===== src/hdl/soa_ram.sv =====
module soa_ram #(
    parameter int WIDTH = 8,
    parameter int DEPTH = 16
) (
    input  logic                     aclk,
    input  logic                     we,
    input  logic [$clog2(DEPTH)-1:0] waddr,
    input  logic [WIDTH-1:0]         wdata,
    input  logic                     re,
    input  logic [$clog2(DEPTH)-1:0] raddr,
    output logic [WIDTH-1:0]         rdata
);

    logic [WIDTH-1:0] mem [DEPTH];

    always_ff @(posedge aclk) begin
        if (we) begin
            mem[waddr] <= wdata;
        end
        if (re) begin
            rdata <= mem[raddr];
        end
    end

endmodule


===== config.mk =====
export PLATFORM = sky130hd
export DESIGN_NAME = soa_ram
export DESIGN_NICKNAME = d
export VERILOG_FILES = /design/src/hdl/soa_ram.sv
export SDC_FILE = /design/constraint.sdc
export NUM_CORES = 1
export LEC_CHECK = 0
export ABC_AREA = 1
export BUFFER_PORTS_ARGS = -buffer_cell sky130_fd_sc_hd__buf_2
export CAP_MARGIN = 20
export CORE_MARGIN = 2
export CORE_UTILIZATION = 45
export DETAILED_ROUTE_END_ITERATION = 12
export PLACE_DENSITY = 0.6
export SLEW_MARGIN = 30
export SYNTH_ARGS = -nofsm -noshare
export SYNTH_HDL_FRONTEND = slang
export SYNTH_SLANG_ARGS = --single-unit

===== constraint.sdc =====
create_clock -name aclk -period 1.6 [get_ports aclk]
set_clock_uncertainty 0.05 [all_clocks]
set_input_delay 0.32 -clock aclk [delete_from_list [all_inputs] [get_ports aclk]]
set_output_delay 0.32 -clock aclk [all_outputs]
set_load 0.01 [all_outputs]

Word-level counts from Yosys, hierarchy flattened
Memories as Yosys holds them, arrays and structs flattened. A register that Yosys moved wholly into a read port is not among the register bits. Cells that the tools add are included.

Bits of input ports: 19. Memories kept: 1. Register bits after elaboration: 0. RAM bits: 128.

Memory list: mem (words 16, bits a word 8, read ports 1, clocked after memory_dff 1, write ports 1, RTL line 14) `logic [WIDTH-1:0] mem [DEPTH];`.

Multiplexer cells: 2.

Operators by type and width (number): $mux 1 (2).

Longest topological paths before layout
Depth after elaboration: 2. Depth in mapped cells: 8. Mapped depth without buffers: 7.

Least setup slack after synthesis
No wires, ideal clock.

Path kind: input to register. Start point: in waddr[2]. End point: mem mem[10][0], enable pin. Setup slack: 0.279 ns. Arrival: 0.901 ns. Stages: 2. Data required time: 1.180 ns. Library setup time: 0.370 ns. Path through: nand3b_1 nor2_1.

RTL lines: from (decl) (RTL line 7) `input logic [$clog2(DEPTH)-1:0] waddr,`; to (decl) (RTL line 14).

Straight into the memory's write port.

Worst setup path in the final report
Start point: reg rdata[7] (read register of mem). End point: out rdata[7].

RTL lines: from (decl) (RTL line 11) `output logic [WIDTH-1:0] rdata`.

No word-level cell between the ends.

==> results.py <==
metrics = {
    "setup_path": {
        "critPathCaptureType": "output port",
        "worst-endpoint-arrival_ps": 1020,
        "cp_data_required_time_ps": 1230,
        "crit_slowest_cell": "edfxtp_1",
        "max_stage_delay_ps": 440,
        "worst-setup-path-type": "register to output port",
        "start_kind": "register",
        "path_delay_family": "flip-flops",
        "worst-path-buf-inv": 1,
        "worstPathMaxFanout": 1,
        "crit_chain": "buf_2",
    },
    "placement": {
        "hpwl_mm": 8.21,
        "portBuffers": 26,
        "place_congestion": 0.847,
        "dp_slack_ps": 2.06,
    },
    "timing": {
        "rsz0062_at_grt": "false",
        "setup_viol": 0,
        "period_minus_slack_ps": 1390,
        "setup_ws_ps": 206,
        "finalMaxSlewViolations": 0,
        "worst_pin_slew_ps": 574,
        "post-route-period-util_pct": 87.1,
        "relSlewSlack_pct": 61.7,
        "hold_viol": 0,
        "max_freq_ghz": 0.717,
    },
    "cts": {
        "clock-root-buffer": "clkbuf_16",
        "clock_path_buffers": 2,
        "cts_inserted_buffers": 17,
        "cts.sinks": 136,
        "clk_pin_slew_worst_paths_ps": 60,
        "insertion_delay_ps": 420,
        "tritoncts": "built",
        "cts_hold_buf": 0,
        "htreeDepth": 4,
        "cts_resized": 0,
        "cts_setup_buffers": 0,
    },
    "route": {
        "vias": 3836,
        "avgRoutedWirePerCell_um": 16.9,
        "ant_nets": 0,
        "drt_iter0_drc": 329,
        "drc_errors": 0,
        "vias_per_cell": 4.91,
        "drt_first_pass_iters": 5,
        "wl_mm": 13.2,
    },
    "die": {
        "io_pins": 27,
        "start_util_pct": 46.1,
        "die_h_um": 118,
        "die_area_um2": 13900,
        "core_area_um2": 12700,
        "die_w_um": 118,
        "rows": 41,
    },
    "global_route": {
        "busiest_layer": "met2",
        "grt_usage_pct": 20.4,
        "grt_max_degree": 65,
        "grt.overflow.total": 0,
        "grt_pass1_vias": 3691,
        "grt_pass1_wl_mm": 20.9,
        "antenna_found_initial": 0,
        "grt.met1_usage_pct": 28.7,
        "grt_use_met2_pct": 30.5,
        "grt_use_met3_pct": 5.47,
    },
    "logic_synthesis": {
        "synthCells": 551,
        "yosysWarnings": 0,
        "synth-seq-cells": 136,
        "syn_area_um2": 5850,
        "yosysUniqueCellTypes": 11,
        "ys_seq_area_share_pct": 69.8,
        "syn_nets": 570,
        "syn_avg_cell_area_um2": 10.6,
    },
    "finish": {
        "layout.nets": 616,
        "syn2layout_area_growth_pct": 17.1,
        "diodes": 0,
        "utilization_pct": 54.1,
        "drive_gt1_share_pct": 13.3,
    },
    "power": {
        "pwr-share-comb_pct": 5.8,
        "p_seq_share_pct": 47.2,
        "sw_frac_of_total_pct": 21.0,
        "vdd_drop_max_uv": 624,
        "pwr-share-clk_pct": 46.9,
        "powerDensity_nw_per_um2": 1250,
        "intPower_mw": 6.75,
        "p_leak_nw": 2.96,
        "power.switching_mw": 1.80,
    },
    "worst_hold_path": {
        "hp-class": "input port to register",
    },
    "outcome": {
        "outcome": "finished clean",
    },
    "run": {
        "drv_cap": 0,
    },
}
## metrics by stage
stage               cell area [um^2]  cells  hold WS, ps  TNS [ps]  power, mW
detailed placement              6240    750          650         0       4.61
floorplan                       5850    551          369         0       4.40
global route                    6850    782          208         0       8.84
finish                          6850    782          226         0       8.55
CTS                             6850    782          215         0       8.60
global placement                6240    750          659     -6.73       4.61
## cell usage after synthesis
cell type | count | area (um^2)
inv_2 | 2 | 7.51
buf_1 | 1 | 3.75
nand3b_1 | 2 | 15.0
buf_6 | 6 | 67.6
nor2_1 | 17 | 63.8
inv_1 | 100 | 375
edfxtp_1 | 136 | 4080
nand2_1 | 173 | 649
buf_2 | 13 | 65.1
buf_4 | 4 | 30.0
nand3_1 | 97 | 485
## state kept, by name, indices dropped and copies added (netlist names)
name and flops:
mem 128, rdata 8
## cell type report
| class | instances | area (um^2) |
|---|---|---|
| fillers | 1100 | 5820 |
| flip-flops and latches | 136 | 4080 |
| multi-input cells | 289 | 1210 |
| clock buffers | 18 | 429 |
| inverters | 102 | 383 |
| repair buffers | 51 | 343 |
| well taps | 172 | 215 |
| clock inverters | 14 | 181 |
## power groups by stage
stage	registers, mW	logic (mW)	clock network [mW]
6_report	4.04	0.497	4.01
5_1_grt	4.04	0.558	4.24
4_1_cts	4.04	0.503	4.06
3_5_place_dp	4.11	0.500	0
3_3_place_gp	4.11	0.494	0
2_1_floorplan	4.11	0.281	0
## final timing paths
| kind | from | endpoint | slack, ps | cells past startpoint |
|---|---|---|---|---|
| setup reg to reg | mem[15][5] | rdata[5] | 400 | 6 |
| hold reg to reg | mem[6][7] | rdata[7] | 690 | 6 |
| setup / recovery | rdata[7] | rdata[7] | 210 | 1 |
| hold / removal | re | rdata[0] | 230 | 1 |
## layer usage
| metal | part of all wire [%] | vias to the layer above |
|---|---|---|
| met3 | 6.4 | 22 |
| li1 | - | 1878 |
| met5 | 0 | - |
| met1 | 46 | 1807 |
| met2 | 45 | 129 |
| met4 | 2.0 | 0 |
## kinds of logic (layout without fill, tap and decap cells)
family | Yosys count | in the layout | synth area share, %
buf+inv | 126 | 185 | 9.39
flops | 136 | 136 | 69.8
simple gates | 289 | 289 | 20.8
## cells in the final DEF, fill, tap and decap left out, drive strengths merged
cell / instances
bufinv: 4
edfxtp: 136
clkbuf: 18
nand3b: 2
buf: 51
nand3: 97
nand2: 173
clkinvlp: 3
clkinv: 7
nor2: 17
inv: 102
(Power assumes the default switching activity.)
